==> config.mk <==
export PLATFORM = sky130hd
export DESIGN_NAME = cursor_and_xor_overlay_top
export DESIGN_NICKNAME = d
export VERILOG_FILES = /design/src/rtl/cxo_pkg.sv /design/src/rtl/cursor_and_xor_overlay_top.sv
export SDC_FILE = /design/constraint.sdc
export NUM_CORES = 1
export LEC_CHECK = 0
export BUFFER_PORTS_ARGS = -buffer_cell sky130_fd_sc_hd__clkbuf_2
export CAP_MARGIN = 10
export CORE_ASPECT_RATIO = 1.75
export CORE_MARGIN = 3
export CORE_UTILIZATION = 30
export CTS_CLUSTER_DIAMETER = 120
export DETAILED_ROUTE_END_ITERATION = 10
export PLACE_DENSITY = 0.51
export SETUP_SLACK_MARGIN = 0.4
export SYNTH_ARGS = -nofsm -noshare
export SYNTH_HDL_FRONTEND = slang
export SYNTH_SLANG_ARGS = --single-unit
==> constraint.sdc <==
create_clock -name clk -period 5.4 [get_ports clk]
set_input_delay 1.08 -clock clk [delete_from_list [all_inputs] [get_ports clk]]
set_output_delay 1.08 -clock clk [all_outputs]
set_load 0.01 [all_outputs]
==> src/rtl/cxo_pkg.sv <==
`timescale 1ns / 1ps

package cxo_pkg;

  // command codes carried in tuser of the input stream
  typedef enum logic [2:0] {
    CMD_PIXEL    = 3'd0,
    CMD_LOAD_ROW = 3'd1,
    CMD_SET_POS  = 3'd2,
    CMD_SET_HOT  = 3'd3,
    CMD_ENABLE   = 3'd4,
    CMD_DISABLE  = 3'd5,
    CMD_HIDE     = 3'd6,
    CMD_UNHIDE   = 3'd7
  } cmd_t;

  // register indexes of the configuration port
  localparam logic REG_LOG_DEPTH = 1'b0;

  localparam int unsigned LOG_DEPTH_RESET = 3;
  localparam int unsigned PIX_W           = 8;
  localparam int unsigned PLANE_W         = 16;
  localparam int unsigned HIDE_MAX        = 255;

  // and mask per cursor code: transparent, white, black, invert
  function automatic logic [7:0] ovl_and(input logic [1:0] n);
    logic [7:0] m;
    case (n)
      2'd0:    m = 8'hFF;
      2'd1:    m = 8'h00;
      2'd2:    m = 8'h00;
      default: m = 8'hFF;
    endcase
    return m;
  endfunction

  // xor datum per cursor code
  function automatic logic [7:0] ovl_xor(input logic [1:0] n);
    logic [7:0] d;
    case (n)
      2'd0:    d = 8'h00;
      2'd1:    d = 8'hFF;
      2'd2:    d = 8'h00;
      default: d = 8'hFF;
    endcase
    return d;
  endfunction

  // pixel depth mask from log2 of bits per pixel
  function automatic logic [7:0] depth_mask(input logic [1:0] ld);
    logic [7:0] m;
    case (ld)
      2'd0:    m = 8'h01;
      2'd1:    m = 8'h03;
      2'd2:    m = 8'h0F;
      default: m = 8'hFF;
    endcase
    return m;
  endfunction

endpackage

==> src/rtl/cursor_and_xor_overlay_top.sv <==
// a pixel accepted at the input passes through the stage 1 and stage 2 registers into the
// output register, from which its output transfer can complete
// throughput: one item per cycle; the three stages advance together whenever the
// output register is empty or its transfer completes
// command items produce no output and leave a bubble in the stream
// reset (rst, synchronous, active high) empties the pipeline, clears the cursor
`timescale 1ns / 1ps

module cursor_and_xor_overlay_top #(
  parameter int CURSOR_SIZE = 16
) (
  input  logic        clk,
  input  logic        rst,
  // input stream
  input  logic        s_tvalid,
  output logic        s_tready,
  // coord_x, coord_y, pixel_in, row_index, clear_bits, set_bits, hot_x, hot_y
  input  logic [79:0] s_tdata,
  // cmd
  input  logic [2:0]  s_tuser,
  // output stream
  output logic        m_tvalid,
  input  logic        m_tready,
  // pixel_out
  output logic [7:0]  m_tdata,
  // in_cursor
  output logic        m_tuser,
  // configuration port
  input  logic        psel,
  input  logic        penable,
  input  logic        pwrite,
  input  logic [2:0]  paddr,
  input  logic [31:0] pwdata,
  output logic [31:0] prdata,
  output logic        pready
);

  // image, position, hotspot, enable and hide count, and sets log_depth to 3
  localparam int IDX_W = (CURSOR_SIZE > 1) ? $clog2(CURSOR_SIZE) : 1;
  localparam int D_W   = 15;

  // input fields
  cxo_pkg::cmd_t    in_cmd;
  logic [11:0]      in_x;
  logic [11:0]      in_y;
  logic [7:0]       in_pix;
  logic [3:0]       in_row;
  logic [15:0]      in_clr;
  logic [15:0]      in_set;
  logic [5:0]       in_hot_x;
  logic [5:0]       in_hot_y;

  assign in_cmd   = cxo_pkg::cmd_t'(s_tuser);
  assign in_x     = s_tdata[11:0];
  assign in_y     = s_tdata[23:12];
  assign in_pix   = s_tdata[31:24];
  assign in_row   = s_tdata[35:32];
  assign in_clr   = s_tdata[51:36];
  assign in_set   = s_tdata[67:52];
  assign in_hot_x = s_tdata[73:68];
  assign in_hot_y = s_tdata[79:74];

  // cursor state
  logic [11:0] cursor_x;
  logic [11:0] cursor_y;
  logic [5:0]  hotspot_x;
  logic [5:0]  hotspot_y;
  logic        enabled;
  logic [7:0]  hide_count;
  logic [1:0]  log_depth;
  logic [31:0] cursor_rows [CURSOR_SIZE];

  // stage 1 registers
  logic              s1_valid;
  cxo_pkg::cmd_t     s1_cmd;
  logic [D_W-1:0]    s1_dx;
  logic [D_W-1:0]    s1_dy;
  logic [7:0]        s1_pix;
  logic              s1_vis;
  logic [3:0]        s1_row;
  logic [31:0]       s1_bits;

  // stage 2 registers
  logic        s2_valid;
  logic        s2_hit;
  logic [1:0]  s2_n;
  logic [7:0]  s2_pix;

  logic        adv;
  logic        in_xfer;

  assign adv      = !m_tvalid || m_tready;
  assign s_tready = adv;
  assign in_xfer  = s_tvalid && s_tready;

  // configuration port
  logic cfg_wr;
  assign pready = 1'b1;
  assign cfg_wr = psel && penable && pwrite && pready;
  assign prdata = (paddr[2] == cxo_pkg::REG_LOG_DEPTH) ? {30'd0, log_depth} : 32'd0;

  always_ff @(posedge clk) begin
    if (rst) begin
      log_depth <= 2'(cxo_pkg::LOG_DEPTH_RESET);
    end else if (cfg_wr && paddr[2] == cxo_pkg::REG_LOG_DEPTH) begin
      log_depth <= pwdata[1:0];
    end
  end

  // box offsets of the incoming pixel: coord - (position - hotspot)
  logic [D_W-1:0] dx_next;
  logic [D_W-1:0] dy_next;
  assign dx_next = {3'd0, in_x} - {3'd0, cursor_x} + {{(D_W-6){hotspot_x[5]}}, hotspot_x};
  assign dy_next = {3'd0, in_y} - {3'd0, cursor_y} + {{(D_W-6){hotspot_y[5]}}, hotspot_y};

  // control commands take effect at the input transfer
  always_ff @(posedge clk) begin
    if (rst) begin
      cursor_x   <= '0;
      cursor_y   <= '0;
      hotspot_x  <= '0;
      hotspot_y  <= '0;
      enabled    <= 1'b0;
      hide_count <= '0;
    end else if (in_xfer) begin
      case (in_cmd)
        cxo_pkg::CMD_SET_POS: begin
          cursor_x <= in_x;
          cursor_y <= in_y;
        end
        cxo_pkg::CMD_SET_HOT: begin
          hotspot_x <= in_hot_x;
          hotspot_y <= in_hot_y;
        end
        cxo_pkg::CMD_ENABLE:  enabled <= 1'b1;
        cxo_pkg::CMD_DISABLE: enabled <= 1'b0;
        cxo_pkg::CMD_HIDE: begin
          if (hide_count != 8'(cxo_pkg::HIDE_MAX)) hide_count <= hide_count + 8'd1;
        end
        cxo_pkg::CMD_UNHIDE: begin
          if (hide_count != 8'd0) hide_count <= hide_count - 8'd1;
        end
        default: ;
      endcase
    end
  end

  // stage 1: capture item and box offsets
  always_ff @(posedge clk) begin
    if (rst) begin
      s1_valid <= 1'b0;
    end else if (adv) begin
      s1_valid <= in_xfer;
    end
  end

  always_ff @(posedge clk) begin
    if (adv) begin
      s1_cmd  <= in_cmd;
      s1_dx   <= dx_next;
      s1_dy   <= dy_next;
      s1_pix  <= in_pix;
      s1_vis  <= enabled && (hide_count == 8'd0);
      s1_row  <= in_row;
      s1_bits <= {in_clr, in_set};
    end
  end

  // row loads are written in stream order with the stage 2 row reads
  logic [5:0]       wr_row_ext;
  logic [IDX_W-1:0] wr_idx;
  logic             wr_en;
  assign wr_row_ext = {2'd0, s1_row};
  assign wr_idx     = wr_row_ext[IDX_W-1:0];
  assign wr_en      = adv && s1_valid && (s1_cmd == cxo_pkg::CMD_LOAD_ROW)
                      && (wr_row_ext < 6'(CURSOR_SIZE));

  always_ff @(posedge clk) begin
    if (rst) begin
      for (int i = 0; i < CURSOR_SIZE; i++) cursor_rows[i] <= '0;
    end else if (wr_en) begin
      cursor_rows[wr_idx] <= s1_bits;
    end
  end

  // stage 2: box test, row read and column select
  logic                in_box;
  logic [IDX_W-1:0]    rd_idx;
  logic [31:0]         rd_row;
  logic [15:0]         clr_plane;
  logic [15:0]         set_plane;
  logic [3:0]          col;
  logic [1:0]          n_next;

  assign in_box = s1_vis && !s1_dx[D_W-1] && !s1_dy[D_W-1]
                  && (s1_dx < D_W'(CURSOR_SIZE)) && (s1_dy < D_W'(CURSOR_SIZE));
  assign rd_idx    = s1_dy[IDX_W-1:0];
  assign rd_row    = in_box ? cursor_rows[rd_idx] : 32'd0;
  assign clr_plane = rd_row[2*cxo_pkg::PLANE_W-1:cxo_pkg::PLANE_W];
  assign set_plane = rd_row[cxo_pkg::PLANE_W-1:0];
  assign col       = 4'd15 - s1_dx[3:0];

  always_comb begin
    n_next = 2'd0;
    if (in_box && (s1_dx[D_W-1:4] == '0)) begin
      n_next = {clr_plane[col], set_plane[col]};
    end
  end

  always_ff @(posedge clk) begin
    if (rst) begin
      s2_valid <= 1'b0;
    end else if (adv) begin
      s2_valid <= s1_valid && (s1_cmd == cxo_pkg::CMD_PIXEL);
    end
  end

  always_ff @(posedge clk) begin
    if (adv) begin
      s2_hit <= in_box;
      s2_n   <= n_next;
      s2_pix <= s1_pix;
    end
  end

  // stage 3: and/xor overlay and depth mask into the output register
  logic [7:0] pix_next;
  assign pix_next = ((s2_pix & cxo_pkg::ovl_and(s2_n)) ^ cxo_pkg::ovl_xor(s2_n))
                    & cxo_pkg::depth_mask(log_depth);

  always_ff @(posedge clk) begin
    if (rst) begin
      m_tvalid <= 1'b0;
    end else if (adv) begin
      m_tvalid <= s2_valid;
    end
  end

  always_ff @(posedge clk) begin
    if (adv) begin
      m_tdata <= pix_next;
      m_tuser <= s2_hit;
    end
  end

endmodule

# After elaboration in Yosys (flattened, before gate mapping)
# Memories as Yosys holds them, arrays and structs flattened. A register that Yosys moved wholly into a read port is not among the register bits.
# Index checks and enable logic that the tools add are counted.
[totals]
n_memories = 1
elab_cells = 107
mem_bits_rw = 512
output_inout_bits = 44
inputBits = 125
reg_bits = 148
[mem_list]
columns = ["memory", "depth", "width", "rd", "rd_clocked_by_memory_dff", "write_ports", "line", "text"]
rows = [
  ["cursor_rows", 16, 32, 1, 1, 16, "cursor_and_xor_overlay_top.sv:71", "logic [31:0] cursor_rows [CURSOR_SIZE];"],
]
[op_classes]
magnitude_cmp = 4
mux = 22
bitwise = 4
eq_ne = 14
n_addsub = 7
n_reduce_logical = 33
[ops]
columns = ["operator", "n"]
rows = [
  ["two-way mux 32 bit", 2],
  ["two-way mux 8 bit", 4],
  ["OR reduction 32 bit", 1],
  ["< comparator 15 x 5 -> 1 bit (second input constant)", 2],
  ["adder 13 x 6 -> 14 bit", 2],
  ["subtractor 12 x 12 -> 13 bit", 2],
  ["case mux 8 bit (3 select lines)", 1],
  ["AND 8 bit", 2],
  ["case mux 8 bit (2 select lines)", 1],
  ["logical AND 1 bit", 14],
  ["equality test 3 bit (second input constant)", 4],
  ["zero test 11 bit", 1],
  ["< comparator 4 x 5 -> 1 bit (second input constant)", 2],
  ["adder 8 x 1 -> 8 bit (second input constant)", 1],
  ["binary-select mux 1 bit (select 4 bit)", 2],
  ["zero test 8 bit", 1],
  ["two-way mux 1 bit", 8],
  ["two-way mux 4 bit", 2],
  ["!= test 8 bit (second input constant)", 1],
  ["nonzero test 8 bit", 1],
  ["subtractor 8 x 1 -> 8 bit (second input constant)", 1],
  ["bitwise XOR 8 bit", 1],
  ["equality test 3 x 2 -> 1 bit (second input constant)", 2],
  ["AND reduction 2 bit", 3],
  ["other kinds (15)", 23],
]

# Longest topological paths before layout
[depth]
word_depth = 10
ltp_mapped = 17
ltp_nobuf = 17

# Worst setup path after synthesis
# No wires, ideal clock.
[synth_path]
kind = "input to register"
start = "input s_tdata[12]"
end = "register s1_dy[13] (data pin)"
path_slack_ps = 1216
path_stages = 17
t_required_ps = 5270
arrival_time_ps = 4055
path_cell_list = "inv_1 > ha_1 > fa_1 > nor2b_1 > o21ai_0 > nand2b_1 > a21o_1 > a21o_1 > a311oi_1 > o211ai_1 > xor2_1 > ha_1 > or3_1 > o21ai_0 > a21oi_1 > a2111oi_0 > a21o_1"
[synth_via]
elab_chain_cells = 2
[synth_lines]
columns = ["element", "line", "text"]
rows = [
  ["from (decl)", "cursor_and_xor_overlay_top.sv:18", "input logic [79:0] s_tdata,"],
  ["subtractor 12 x 12 -> 13 bit", "cursor_and_xor_overlay_top.sv:114", "assign dy_next = {3'd0, in_y} - {3'd0, cursor_y} + {{(D_W-6){hotspot_y[5]}}, hotspot_y};"],
  ["adder 13 x 6 -> 14 bit", "cursor_and_xor_overlay_top.sv:114", ""],
  ["net dy_next[13]", "cursor_and_xor_overlay_top.sv:112", "logic [D_W-1:0] dy_next;"],
  ["to (signal assigned)", "cursor_and_xor_overlay_top.sv:161", "s1_dy <= dy_next;"],
  ["to (decl)", "cursor_and_xor_overlay_top.sv:77", "logic [D_W-1:0] s1_dy;"],
]
# The timed path passes the listed nets, and every way through them passes these cells.
# A chain may end at the register's enable or synchronous reset.

# Worst setup path after layout
# Same ends and word-level chain as after synthesis.

==> results.sh <==
export IMPL_outcome="completed"
export IMPL_hold_class="reg2reg"
export IMPL_clkPwrFrac=0.368
export IMPL_final_setup_viol_count=0
export IMPL_wl_met1_um=30400
export IMPL_clockBufferDepth=3
export IMPL_max_freq_ghz=0.251
export IMPL_yosys_warnings=0
export IMPL_rsz0062_at_grt="false"
export IMPL_met2_length_um=45900
export IMPL_synth_fa_ha_area_frac=0.0267
export IMPL_fin_crit_ns=3.99
export IMPL_track_usage=0.155
export IMPL_core_mm2=0.102
export IMPL_postCtsSetupRepairBufs=0
export IMPL_netlist_area_mm2=0.0310
export IMPL_h_tree_depth=2
export IMPL_final_util=0.340
export IMPL_mostFrequentLayoutCells="edfxtp_1, and2_1, clkbuf_2"
export IMPL_slew_headroom=0.414
export IMPL_path_clk_slew_ns=0.06
export IMPL_gp_congestion=0.762
export IMPL_worstMarginPinSlew_ns=0.879
export IMPL_p_leak_nw=12.9
export IMPL_rows=155
export IMPL_critPathMaxFanout=5
export IMPL_finalClockSkew_ns=0.0183
export IMPL_cp_arrival_ns=4.49
export IMPL_crit_path_end_kind="register"
export IMPL_final_nets=2405
export IMPL_comb_power_share=0.099
export IMPL_top_layer="met4"
export IMPL_drv_cap=0
export IMPL_cts_hold_buf=0
export IMPL_synth_mux_area_fraction=0.110
export IMPL_synth_compound_area_frac=0.0412
export IMPL_drive_gt1_frac=0.177
export IMPL_synth_seq_cells=662
export IMPL_syn_to_final_growth_pct=12.1
export IMPL_report_final_hold_viol_count=0
export IMPL_grt_overflow=0
export IMPL_cts_sinks=662
export IMPL_drt_iter0_markers=1369
export IMPL_postRouteAntennaNets=0
export IMPL_crit_end="s1_dy[13]"
export IMPL_vdd_drop_max_mv=0.245
export IMPL_wl_per_cell_um=23.3
export IMPL_synth_flop_cell="edfxtp_1"
export IMPL_reg2reg_from="cursor_y[2]"
export IMPL_io_pins=169
export IMPL_internal_power_mw=8.49
export IMPL_synth_top_family_by_area="simple AND/OR/NAND/NOR gates"
export IMPL_cts_root_buf="clkbuf_16"
export IMPL_wl_met3_um=3880
export IMPL_crit_path_start_kind="input port"
export IMPL_dieWidth_um=249
export IMPL_timing_rr_end="s1_dy[13]"
export IMPL_route_vias_total=17659
export IMPL_antenna_found_initial=1
export IMPL_cp_required_ns=5.90
export IMPL_numCtsBuffers=61
export IMPL_dieArea_mm2=0.107
export IMPL_avgSynthCellArea_um2=14.5
export IMPL_synth_cell_types=73
export IMPL_yosys_area_share_simple=0.146
export IMPL_final_common_cell="edfxtp_1"
export IMPL_hpwl_um=51100
export IMPL_r2r_cells=16
export IMPL_grt_max_degree=53
export IMPL_start_util=0.303
export IMPL_ff2ff_setup_slack_ns=1.63
export IMPL_min_from="s1_pix[6]"
export IMPL_io_buffers=105
export IMPL_cp_startpoint="s_tdata[12]"
export IMPL_dr_pass1_iters=5
export IMPL_die_height_um=431
export IMPL_diodes=0
export IMPL_synth_edf_count=608
export IMPL_fin_crit_sh=0.739
export IMPL_synth_xor_area_share=0.0139
export IMPL_cts_tree="done"
export IMPL_final_setup_tns_ns=0
export IMPL_clk_latency_ns=0.64
export IMPL_crit_type="in2reg"
export IMPL_drv_slew=0
export IMPL_p_seq_frac=0.533
export IMPL_via_per_inst=4.91
export IMPL_cts_resized=0
export IMPL_routed_wl_um=83900
export IMPL_grt_pass1_vias=18938
export IMPL_synthCells=2131
export IMPL_power_density_mw_per_mm2=324
export IMPL_drc=0
export IMPL_async_flop_share=0
export IMPL_switching_share=0.244
export IMPL_switchingPower_mw=2.74
export IMPL_grt_first_pass_wirelength_um=123000
export IMPL_synth_seq_area_share=0.624
## cells by family after synthesis
family	count (synthesis)
muxes	162
and+or+nand+nor	784
buffers and inverters	220
DFF	662
other	2
AOI/OAI and AO/OA	189
adders and majority gates	63
xor gates and xnor gates	49
## through the flow
stage               std cells  hold WS [ns]  total power, mW  cell area, um^2  setup slack [ns]
CTS                      3600         0.426             11.4            34700              1.47
global route             3600         0.438             11.6            34700              1.09
detailed placement       3488         0.407             7.23            32900             0.776
finish                   3600         0.423             11.2            34700              1.41
global placement         3488         0.401             7.20            32900             0.687
floorplan                2160         0.400             6.80            31100              1.22
## cell type report
type,instances,area [um^2]
Tap cell,1334,1670
Sequential cell,662,19300
Inverter,52,200
Fill cell,9850,67500
Timing Repair Buffer,162,1000
Multi-Input combinational cell,1278,10700
Clock buffer,69,1560
Clock inverter,43,283
## routing by layer
| layer | GRT usage | vias to the layer above |
|---|---|---|
| li1 | - | 7918 |
| met1 | 0.169 | 9066 |
| met2 | 0.295 | 512 |
| met3 | 0.0217 | 163 |
| met4 | 0.0695 | 0 |
| met5 | 0 | - |
## registers in the layout, summed over array words and instances (netlist names), 4 cells and up, named ones only
signal,count
m_tdata,8
hide_count,8
hotspot_x,6
s1_pix,8
s1_dx,14
s1_bits,32
cursor_rows,512
hotspot_y,6
s2_pix,8
cursor_y,12
cursor_x,12
s1_row,4
s1_dy,14
## worst max-delay path, stage by stage
cell       delay, ns
clkbuf_2        0.09
inv_1           0.05
ha_1            0.19
fa_1            0.21
nor2b_1         0.06
o21ai_0         0.14
nand2b_1        0.11
a21o_1          0.19
a21o_1          0.20
a311oi_1        0.42
o211ai_1        0.20
xor2_1          0.19
ha_1            0.26
or3_1           0.37
o21ai_0         0.08
a21oi_1         0.08
a2111oi_0       0.42
a21o_1          0.13
## cells in the mapped netlist (all sizes together) (13+ instances only)
| cell type | number | area, um^2 |
|---|---|---|
| mux4 | 132 | 3100 |
| xnor2 | 34 | 298 |
| nand2 | 84 | 315 |
| a21oi | 64 | 320 |
| nor2b | 13 | 81.3 |
| nor3 | 18 | 106 |
| buf | 62 | 488 |
| clkbuf | 104 | 454 |
| mux2i | 30 | 300 |
| a21o | 16 | 120 |
| or2 | 20 | 125 |
| inv | 52 | 200 |
| ha | 58 | 726 |
| a22oi | 20 | 150 |
| nor4 | 13 | 81.3 |
| edfxtp | 608 | 18300 |
| dfxtp | 54 | 1080 |
| xor2 | 15 | 131 |
| nor2 | 74 | 280 |
| and2 | 517 | 3230 |
## how the worst min path moves through the flow
stage                      to  slack, ns  depth (start not counted)
floorplan             m_tuser       0.40                          0
global placement    s2_pix[1]       0.40                          0
detailed placement  s2_pix[5]       0.41                          0
CTS                 s2_pix[6]       0.43                          0
global route        s2_pix[4]       0.44                          0
finish              s2_pix[6]       0.42                          0
## power groups by stage
stage	clock, mW	combinational [mW]	sequential [mW]
after global routing	4.44	1.20	6.01
after CTS	4.25	1.13	5.99
after detailed placement	0	1.13	6.10
after global placement	0	1.12	6.08
final	4.13	1.11	5.98
after floorplan	0	0.820	5.98
No activity file was read; power rests on OpenSTA's default activity.
